File: src/rtl/ict_pkg.sv
// ----------------------------------------------------------------------------
// ict_pkg
// Constants and codes for the interval timer channel.
// ----------------------------------------------------------------------------
package ict_pkg;

    localparam int ICT_COUNT_WIDTH = 16;

    // request kinds
    localparam logic [1:0] REQ_TICK  = 2'd0;
    localparam logic [1:0] REQ_WRITE = 2'd1;
    localparam logic [1:0] REQ_READ  = 2'd2;

    // port offsets
    localparam logic [1:0] PORT_DATA = 2'd0;
    localparam logic [1:0] PORT_CTRL = 2'd3;

    // control word fields
    localparam logic [1:0] SEL_CNT0     = 2'b00;
    localparam logic [1:0] SEL_READBACK = 2'b11;
    localparam logic [7:0] ACCESS_MASK  = 8'h30;
    localparam logic [7:0] RB_CNT0_BIT  = 8'h02;
    localparam logic [7:0] RB_COUNT_BIT = 8'h20;
    localparam logic [1:0] MODE_RATE    = 2'b10;

endpackage

File: src/rtl/interval_timer_channel.sv
// ----------------------------------------------------------------------------
// interval_timer_channel
// Counter 0 of an 8254-style timer: modes 0 and 2, low/high byte access.
// ----------------------------------------------------------------------------
// One transfer is taken every clock when the output side keeps up. Each
// transfer is registered in the input register, processed against the
// counter state, and its result is registered in the output register, so
// throughput is one item per cycle unless the output stalls. A tick
// decrements the count, a write on port 3 programs the mode or latches the
// count, writes on port 0 load the count low byte then high byte (the high
// byte starts counting, zero means the full range), and reads on port 0
// return the latched or live count low byte then high byte.
module interval_timer_channel #(
    parameter int COUNT_WIDTH = ict_pkg::ICT_COUNT_WIDTH
) (
    input  logic        clk,
    input  logic        rst_n,
    input  logic        s_tvalid,
    output logic        s_tready,
    input  logic [7:0]  s_tdata,   // [7:0] wdata
    input  logic [3:0]  s_tuser,   // [1:0] req_type, [3:2] port
    output logic        m_tvalid,
    input  logic        m_tready,
    output logic [15:0] m_tdata    // [7:0] rdata, [8] irq_pulse, [9] out_level
);

    import ict_pkg::*;

    localparam int W = COUNT_WIDTH;

    // input register
    logic       in_valid_reg, in_valid_next;
    logic [1:0] in_req_reg;
    logic [1:0] in_port_reg;
    logic [7:0] in_wdata_reg;

    // counter state
    logic         periodic_mode_reg, periodic_mode_next;
    logic [W-1:0] reload_value_reg, reload_value_next;
    logic [W-1:0] count_now_reg, count_now_next;
    logic [W-1:0] latched_count_reg, latched_count_next;
    logic         latch_held_reg, latch_held_next;
    logic         write_high_reg, write_high_next;
    logic         read_high_reg, read_high_next;
    logic         counting_reg, counting_next;
    logic         output_pin_reg, output_pin_next;

    // result register
    logic       out_valid_reg, out_valid_next;
    logic [7:0] rdata_reg, rdata_next;
    logic       irq_reg, irq_next;
    logic       level_reg;

    logic advance;
    logic take;
    logic do_latch;

    logic [15:0] reload16;
    logic [15:0] src16;
    logic [15:0] load16;
    logic [W-1:0] count_dec;

    assign advance  = !out_valid_reg || m_tready;
    assign s_tready = !in_valid_reg || advance;
    assign take     = s_tvalid && s_tready;

    assign reload16  = 16'(reload_value_reg);
    assign src16     = latch_held_reg ? 16'(latched_count_reg) : 16'(count_now_reg);
    assign count_dec = count_now_reg - W'(1);

    always_comb
    begin
        in_valid_next      = take ? 1'b1 : (advance ? 1'b0 : in_valid_reg);
        out_valid_next     = advance ? in_valid_reg : out_valid_reg;

        periodic_mode_next = periodic_mode_reg;
        reload_value_next  = reload_value_reg;
        count_now_next     = count_now_reg;
        latched_count_next = latched_count_reg;
        latch_held_next    = latch_held_reg;
        write_high_next    = write_high_reg;
        read_high_next     = read_high_reg;
        counting_next      = counting_reg;
        output_pin_next    = output_pin_reg;
        rdata_next         = 8'd0;
        irq_next           = 1'b0;
        do_latch           = 1'b0;
        load16             = 16'd0;

        if (in_valid_reg && advance)
        begin
            unique case (in_req_reg)
                REQ_TICK:
                begin
                    if (counting_reg)
                    begin
                        if (!periodic_mode_reg)
                        begin
                            count_now_next = count_dec;
                            if (count_dec == '0 && !output_pin_reg)
                            begin
                                output_pin_next = 1'b1;
                                irq_next        = 1'b1;
                            end
                        end
                        else if (count_now_reg == W'(1))
                        begin
                            count_now_next  = reload_value_reg;
                            output_pin_next = 1'b1;
                            irq_next        = 1'b1;
                        end
                        else
                        begin
                            count_now_next  = count_dec;
                            output_pin_next = (count_dec != W'(1));
                        end
                    end
                end
                REQ_WRITE:
                begin
                    if (in_port_reg == PORT_CTRL)
                    begin
                        if (in_wdata_reg[7:6] == SEL_READBACK)
                        begin
                            do_latch = ((in_wdata_reg & RB_CNT0_BIT) != 8'd0) &&
                                       ((in_wdata_reg & RB_COUNT_BIT) == 8'd0);
                        end
                        else if (in_wdata_reg[7:6] == SEL_CNT0)
                        begin
                            if ((in_wdata_reg & ACCESS_MASK) == 8'd0)
                            begin
                                do_latch = 1'b1;
                            end
                            else
                            begin
                                periodic_mode_next = (in_wdata_reg[2:1] == MODE_RATE);
                                counting_next      = 1'b0;
                                write_high_next    = 1'b0;
                                read_high_next     = 1'b0;
                                latch_held_next    = 1'b0;
                                output_pin_next    = (in_wdata_reg[2:1] == MODE_RATE);
                            end
                        end
                    end
                    else if (in_port_reg == PORT_DATA)
                    begin
                        if (!write_high_reg)
                        begin
                            load16            = {reload16[15:8], in_wdata_reg};
                            reload_value_next = load16[W-1:0];
                            if (!periodic_mode_reg)
                            begin
                                counting_next = 1'b0;
                            end
                            write_high_next = 1'b1;
                        end
                        else
                        begin
                            load16            = {in_wdata_reg, reload16[7:0]};
                            reload_value_next = load16[W-1:0];
                            count_now_next    = load16[W-1:0];
                            counting_next     = 1'b1;
                            write_high_next   = 1'b0;
                            output_pin_next   = periodic_mode_reg;
                        end
                    end
                end
                REQ_READ:
                begin
                    if (in_port_reg == PORT_DATA)
                    begin
                        if (!read_high_reg)
                        begin
                            rdata_next     = src16[7:0];
                            read_high_next = 1'b1;
                        end
                        else
                        begin
                            rdata_next      = src16[15:8];
                            read_high_next  = 1'b0;
                            latch_held_next = 1'b0;
                        end
                    end
                end
                default:
                begin
                end
            endcase

            if (do_latch && !latch_held_reg)
            begin
                latched_count_next = count_now_reg;
                latch_held_next    = 1'b1;
            end
        end
    end

    always_ff @(posedge clk or negedge rst_n)
    begin
        if (!rst_n)
        begin
            in_valid_reg      <= 1'b0;
            out_valid_reg     <= 1'b0;
            periodic_mode_reg <= 1'b0;
            reload_value_reg  <= '0;
            count_now_reg     <= '0;
            latched_count_reg <= '0;
            latch_held_reg    <= 1'b0;
            write_high_reg    <= 1'b0;
            read_high_reg     <= 1'b0;
            counting_reg      <= 1'b0;
            output_pin_reg    <= 1'b0;
        end
        else
        begin
            in_valid_reg      <= in_valid_next;
            out_valid_reg     <= out_valid_next;
            periodic_mode_reg <= periodic_mode_next;
            reload_value_reg  <= reload_value_next;
            count_now_reg     <= count_now_next;
            latched_count_reg <= latched_count_next;
            latch_held_reg    <= latch_held_next;
            write_high_reg    <= write_high_next;
            read_high_reg     <= read_high_next;
            counting_reg      <= counting_next;
            output_pin_reg    <= output_pin_next;
        end
    end

    always_ff @(posedge clk)
    begin
        if (take)
        begin
            in_req_reg   <= s_tuser[1:0];
            in_port_reg  <= s_tuser[3:2];
            in_wdata_reg <= s_tdata;
        end
        if (in_valid_reg && advance)
        begin
            rdata_reg <= rdata_next;
            irq_reg   <= irq_next;
            level_reg <= output_pin_next;
        end
    end

    assign m_tvalid = out_valid_reg;
    assign m_tdata  = {6'd0, level_reg, irq_reg, rdata_reg};

endmodule

File: config.mk
export PLATFORM = sky130hd
export DESIGN_NAME = interval_timer_channel
export DESIGN_NICKNAME = d
export VERILOG_FILES = /design/src/rtl/ict_pkg.sv /design/src/rtl/interval_timer_channel.sv
export SDC_FILE = /design/constraint.sdc
export NUM_CORES = 1
export LEC_CHECK = 0
export BUFFER_PORTS_ARGS = -buffer_cell sky130_fd_sc_hd__buf_4
export CAP_MARGIN = 10
export CORE_ASPECT_RATIO = 0.8
export CORE_UTILIZATION = 50
export CTS_CLUSTER_SIZE = 14
export DETAILED_ROUTE_END_ITERATION = 10
export PLACE_DENSITY = 0.79
export SLEW_MARGIN = 40
export SYNTH_ARGS = -nofsm -noshare
export SYNTH_HDL_FRONTEND = slang
export SYNTH_SLANG_ARGS = --single-unit
File: constraint.sdc
create_clock -name clk -period 3.3 [get_ports clk]
set_input_delay 0.99 -clock clk [delete_from_list [all_inputs] [get_ports clk]]
set_output_delay 0.99 -clock clk [all_outputs]
set_load 0.05 [all_outputs]
; After elaboration in Yosys (flattened, before gate mapping)
; Index checks and enable logic that the tools add are counted.
[op_classes]
n_lt_le_gt_ge = 0
n_div = 0
multipliers = 0
reduce_logical = 33
add_sub_neg = 1
n_bitwise = 4
n_shift = 0
eq_ne = 26
n_mux = 50
[ops]
columns = operator, n
row1 = 16-bit 2-to-1 mux, 7
row2 = 1-bit 2-to-1 mux, 38
row3 = 16-bit case mux with 2 select lines, 1
row4 = "2-bit != test, second input constant", 11
row5 = "3-bit != test, second input constant", 6
row6 = 6-bit AND reduction, 3
row7 = "16-bit by 1-bit == test with 1-bit output, second input constant", 1
row8 = 16-bit logical NOT, 1
row9 = 8-bit logical NOT, 2
row10 = "16-bit by 1-bit != test with 1-bit output, second input constant", 1
row11 = "16-bit by 1-bit subtractor with 16-bit output, second input constant", 1
row12 = 7-bit AND reduction, 2
row13 = 5-bit AND reduction, 2
row14 = "2-bit == test, second input constant", 4
row15 = 8-bit 2-to-1 mux, 1
row16 = 8-bit AND reduction, 1
row17 = 2-bit nonzero test, 4
row18 = 2-bit logical NOT, 3
row19 = 1-bit case mux with 2 select lines, 3
row20 = 2-bit AND reduction, 3
row21 = 1-bit logical AND, 5
row22 = 1-bit logical NOT, 4
row23 = 1-bit inverter, 4
row24 = "3-bit by 1-bit != test with 1-bit output, second input constant", 1
row25 = 4 further kinds, 5
[totals]
input_bits = 16
elab_cells = 132
output_inout_bits = 18
latch_bits = 0
n_memories = 0
regBits = 78
rom_bits = 0
ramBits = 0

; Depth between registers and ports, before layout
[depth]
ltp_word = 10
depth_mapped = 9
depth_no_buf = 8

; Least setup slack after synthesis
; No wires, ideal clock.
[synth_path]
path_type = input to register
startpoint = in m_tready
endpoint = reg level_reg (data pin)
arrival_ns = 2.336
required_ns = 3.041
slack_ns = 0.705
stages = 7
setup_time_ns = 0.259
path_buffers = 0
path_cell_list = nand2b_1 > nand2_1 > clkinv_1 > o21ai_0 > o21bai_1 > a41o_1 > and3_1
[synth_via]
elab_chain_len = 3
[synth_rtl]
columns = item, line_no
row1 = "start, declared", interval_timer_channel.sv:23  ; input logic m_tready,
row2 = 1-bit logical OR, interval_timer_channel.sv:63  ; assign advance = !out_valid_reg || m_tready;
row3 = 1-bit logical AND, interval_timer_channel.sv:90  ; if (in_valid_reg && advance)
row4 = 1-bit 2-to-1 mux, interval_timer_channel.sv:90
row5 = via output_pin_next, interval_timer_channel.sv:46  ; logic output_pin_reg, output_pin_next;
row6 = "end signal, assigned", interval_timer_channel.sv:242  ; level_reg <= output_pin_next;
row7 = "end, declared", interval_timer_channel.sv:52  ; logic level_reg;
; The timed path passes the listed nets, and every way through them passes these cells.
; A chain may end at the register's enable or synchronous reset.

; Worst setup path in the final report
[layout_path]
startpoint = reg count_now_reg[0]
endpoint = reg level_reg (data pin)
[layout_via]
elab_chain_len = 8
word_cells_on_any_way = 11
cone_classes = add/sub: 1 / eq/ne: 2 / mux: 6 / reduce/logical: 2
[layout_rtl]
columns = item, line_no
row1 = "start, declared", interval_timer_channel.sv:40  ; logic [W-1:0] count_now_reg, count_now_next;
row2 = "start signal, assigned", interval_timer_channel.sv:220  ; count_now_reg <= count_now_next;
row3 = 16-bit by 1-bit subtractor with 16-bit output, interval_timer_channel.sv:69  ; assign count_dec = count_now_reg - W'(1);
row4 = 16-bit logical NOT, interval_timer_channel.sv:100  ; if (count_dec == '0 && !output_pin_reg)
row5 = 1-bit logical AND, interval_timer_channel.sv:100
row6 = 1-bit 2-to-1 mux, interval_timer_channel.sv:100
row7 = 1-bit 2-to-1 mux (*), interval_timer_channel.sv:97  ; if (!periodic_mode_reg)
row8 = 1-bit 2-to-1 mux (*), interval_timer_channel.sv:95  ; if (counting_reg)
row9 = 1-bit case mux with 2 select lines (*), interval_timer_channel.sv:92  ; unique case (in_req_reg)
row10 = 1-bit 2-to-1 mux (*), interval_timer_channel.sv:90
row11 = via output_pin_next, interval_timer_channel.sv:46
; The timed path passes the listed nets; every way through them passes the cells marked *.

==> flow_metrics.tcl <==
set metrics [dict create \
    outcome "completed" \
    endpoint_kind "flip-flop" \
    ys.flop_type "dfrtp_1" \
    seq_area_frac_synth 0.473 \
    setup_ws_ps 481 \
    yosysMostFrequentCell "dfrtp_1" \
    synthTopCellsByArea "dfrtp_1 32%, edfxtp_1 15%, mux2_2 5.9%" \
    die_y_microns 85.5 \
    synthAdderAreaFrac 0.0230 \
    fmax_mhz 355 \
    grt_max_degree 57 \
    route.vias.total 3059 \
    syn2layout_area_growth_pct 7.98 \
    peakVddDrop_mv 0.401 \
    clock_latency_ps 360 \
    cp.required_ps 3400 \
    drt_pass1_iterations 5 \
    post_drt_wl_per_cell_microns 18.5 \
    ctsHoldBuffers 0 \
    num_rows 30 \
    grt_pass1_vias 2939 \
    dpl_cell_area_sq_mm 0.00451 \
    synth_edf_count 22 \
    slew_headroom 0.499 \
    slew_violations 0 \
    post_cts_buffers 0 \
    path_cells "inv_1 > ha_1 > or4b_1 > nor3_1 > xor2_1 > nor3_1 > a41o_1 > and3_1" \
    gr-total-overflow 0 \
    synth-xor-area-share 0.0201 \
    synth_top_family_by_area "simple AND/OR/NAND/NOR gates" \
    drtAntennaViolNets 0 \
    synth_cell_types 70 \
    ys_async_sr_fraction 0.718 \
    tightest_slew_ps 752 \
    cp_slowest_cell "dfrtp_1" \
    portBuffers 27 \
    syn_inst 372 \
    fin_crit_sh 0.854 \
    htreeDepth 3 \
    synth_compound_area_frac 0.118 \
    syn_area_per_cell_sq_um 11.7 \
    core-area_sq_mm 0.00848 \
    power_per_cell_area_mw_per_mm2 658 \
    stdcell_count 509 \
    ys_warn_count 0 \
    synth_top_area_cell "dfrtp_1" \
    antenna_found_initial 0 \
    critPathTopFamily "simple AND/OR/NAND/NOR gates" \
    wl_microns 9420 \
    setup_viol 0 \
    dp_cells 493 \
    fp.dieW_microns 106 \
    crit_top_cell "nor3_1" \
    place_congestion 0.880 \
    clk_pin_slew_ps 70 \
    io_pins 34 \
    r2r-start "count_now_reg[0]$_DFFE_PN0P_" \
    grt_pass1_wl_microns 15600 \
    final_area_sq_mm 0.00471 \
    clockBufferDepth 2 \
    skew_ps 12.8 \
    nets 416 \
    hold_viol_final 0 \
    cts_resized 0 \
    cp_num_buf_inv 1 \
    clkSinkCount 78 \
    synth_mux_area_frac 0.148 \
    crit_arrival_ps 2920 \
    clock-root-buffer "clkbuf_8" \
    drive_above_1_share 0.267 \
    cts_tree "done" \
    initialDrtViolationCount 240 \
    syn_area_sq_mm 0.00436 \
    cp-startpoint "count_now_reg[0]$_DFFE_PN0P_" \
    vias_per_cell 6.01 \
    dp_hpwl_microns 6680 \
    fin_tns_setup_ps 0 \
    remaining_drc_errors 0 \
    cts_buffers 9 \
    dieArea_sq_mm 0.00910 \
    start_kind "flip-flop" \
    initial_core_util 0.514 \
    ys_seq_elements 78 \
    grt_use_total 0.230 \
    path_class "flip-flop to flip-flop" \
    rsz0062_at_grt "no" \
    synth_top_area_share 0.321 \
    worstPathMaxFanout 8 \
    fin_crit_ps 2820 \
    diodes 0 \
    dp_slack_ps 566 \
    hp-class "flip-flop to flip-flop" \
    cpPeakStageDelay_ps 480 \
    p_leak_nw 2.05 \
    synth_common_cells "56 x dfrtp_1, 29 x nor2_1, 23 x mux2_2" \
    synthSimpleGateAreaFrac 0.150 \
    maxCapViolCount 0 \
    holdCritStartpoint "in_valid_reg$_DFFE_PN0P_" \
]
routing by layer:
metal | vias up | wire (microns) | global-route usage
li1 | 1384 | - | -
met1 | 1526 | 4340 | 0.333
met2 | 130 | 4200 | 0.347
met3 | 19 | 722 | 0.0494
met4 | 0 | 159 | 0.0745
met5 | - | 0 | 0
worst register-to-register path, stage by stage, from the launching register on:
cell	delay (ps)
dfrtp_1	480
inv_1	190
ha_1	340
or4b_1	460
nor3_1	210
xor2_1	300
nor3_1	130
a41o_1	240
and3_1	210
power breakdown:
part	switching, W	internal [W]	leakage, nW
clock network	0.000338	0.000367	0.0940
logic	0.000442	0.000423	1.03
registers	0.000334	0.00120	0.927
cell families (layout without fill, tap and decap cells):
| group | after synthesis | in the layout |
|---|---|---|
| flip-flops | 78 | 78 |
| other | 1 | 6 |
| multiplexers | 46 | 46 |
| AO/OA/AOI/OAI | 74 | 74 |
| buffers and inverters | 39 | 59 |
| adder cells (fa/ha/maj) | 8 | 8 |
| XOR/XNOR | 10 | 10 |
| AND/OR/NAND/NOR | 116 | 116 |
stage by stage:
step                      hold WS, ps   util  power [W]
after global routing              525  0.555    0.00327
after CTS                         497  0.554    0.00310
final                             493  0.555    0.00310
after detailed placement          479  0.531    0.00239
after floorplan                   457      -    0.00218
after global placement            476  0.531    0.00236
cells in the final DEF, fill, tap and decap left out, types with 9 or more instances in the layout:
master / instances
dfrtp_1: 56
buf_4: 32
nor2_1: 29
mux2_2: 23
edfxtp_1: 22
nand2_1: 19
a21oi_1: 17
o21ai_0: 15
nor2b_1: 12
nor3_1: 10
mux2_4: 10
clkbuf_8: 10
inv_1: 9
cell type report:
type | count | area [sq um]
Clock buffer | 12 | 145
Multi-Input combinational cell | 260 | 2020
Fill cell | 705 | 3780
Timing Repair Buffer | 33 | 251
Tap cell | 112 | 140
Sequential cell | 78 | 2060
Inverter | 10 | 37.5
Clock inverter | 4 | 46.3
path summary, 6_finish.rpt:
| kind | endpoint | slack [ps] | cells past startpoint |
|---|---|---|---|
| hold / removal | m_tvalid$_DFFE_PN0P_ | 490 | 1 |
| max in group asynchronous | latched_count_reg[7]$_DFFE_PN0P_ | 2330 | 1 |
| hold reg to reg | m_tvalid$_DFFE_PN0P_ | 490 | 1 |
| setup reg to reg | level_reg$_DFFE_PP_ | 480 | 8 |
| min in group asynchronous | write_high_reg$_DFFE_PN0P_ | 580 | 1 |
| setup / recovery | level_reg$_DFFE_PP_ | 480 | 8 |
Power figures use the tool's default switching activity.
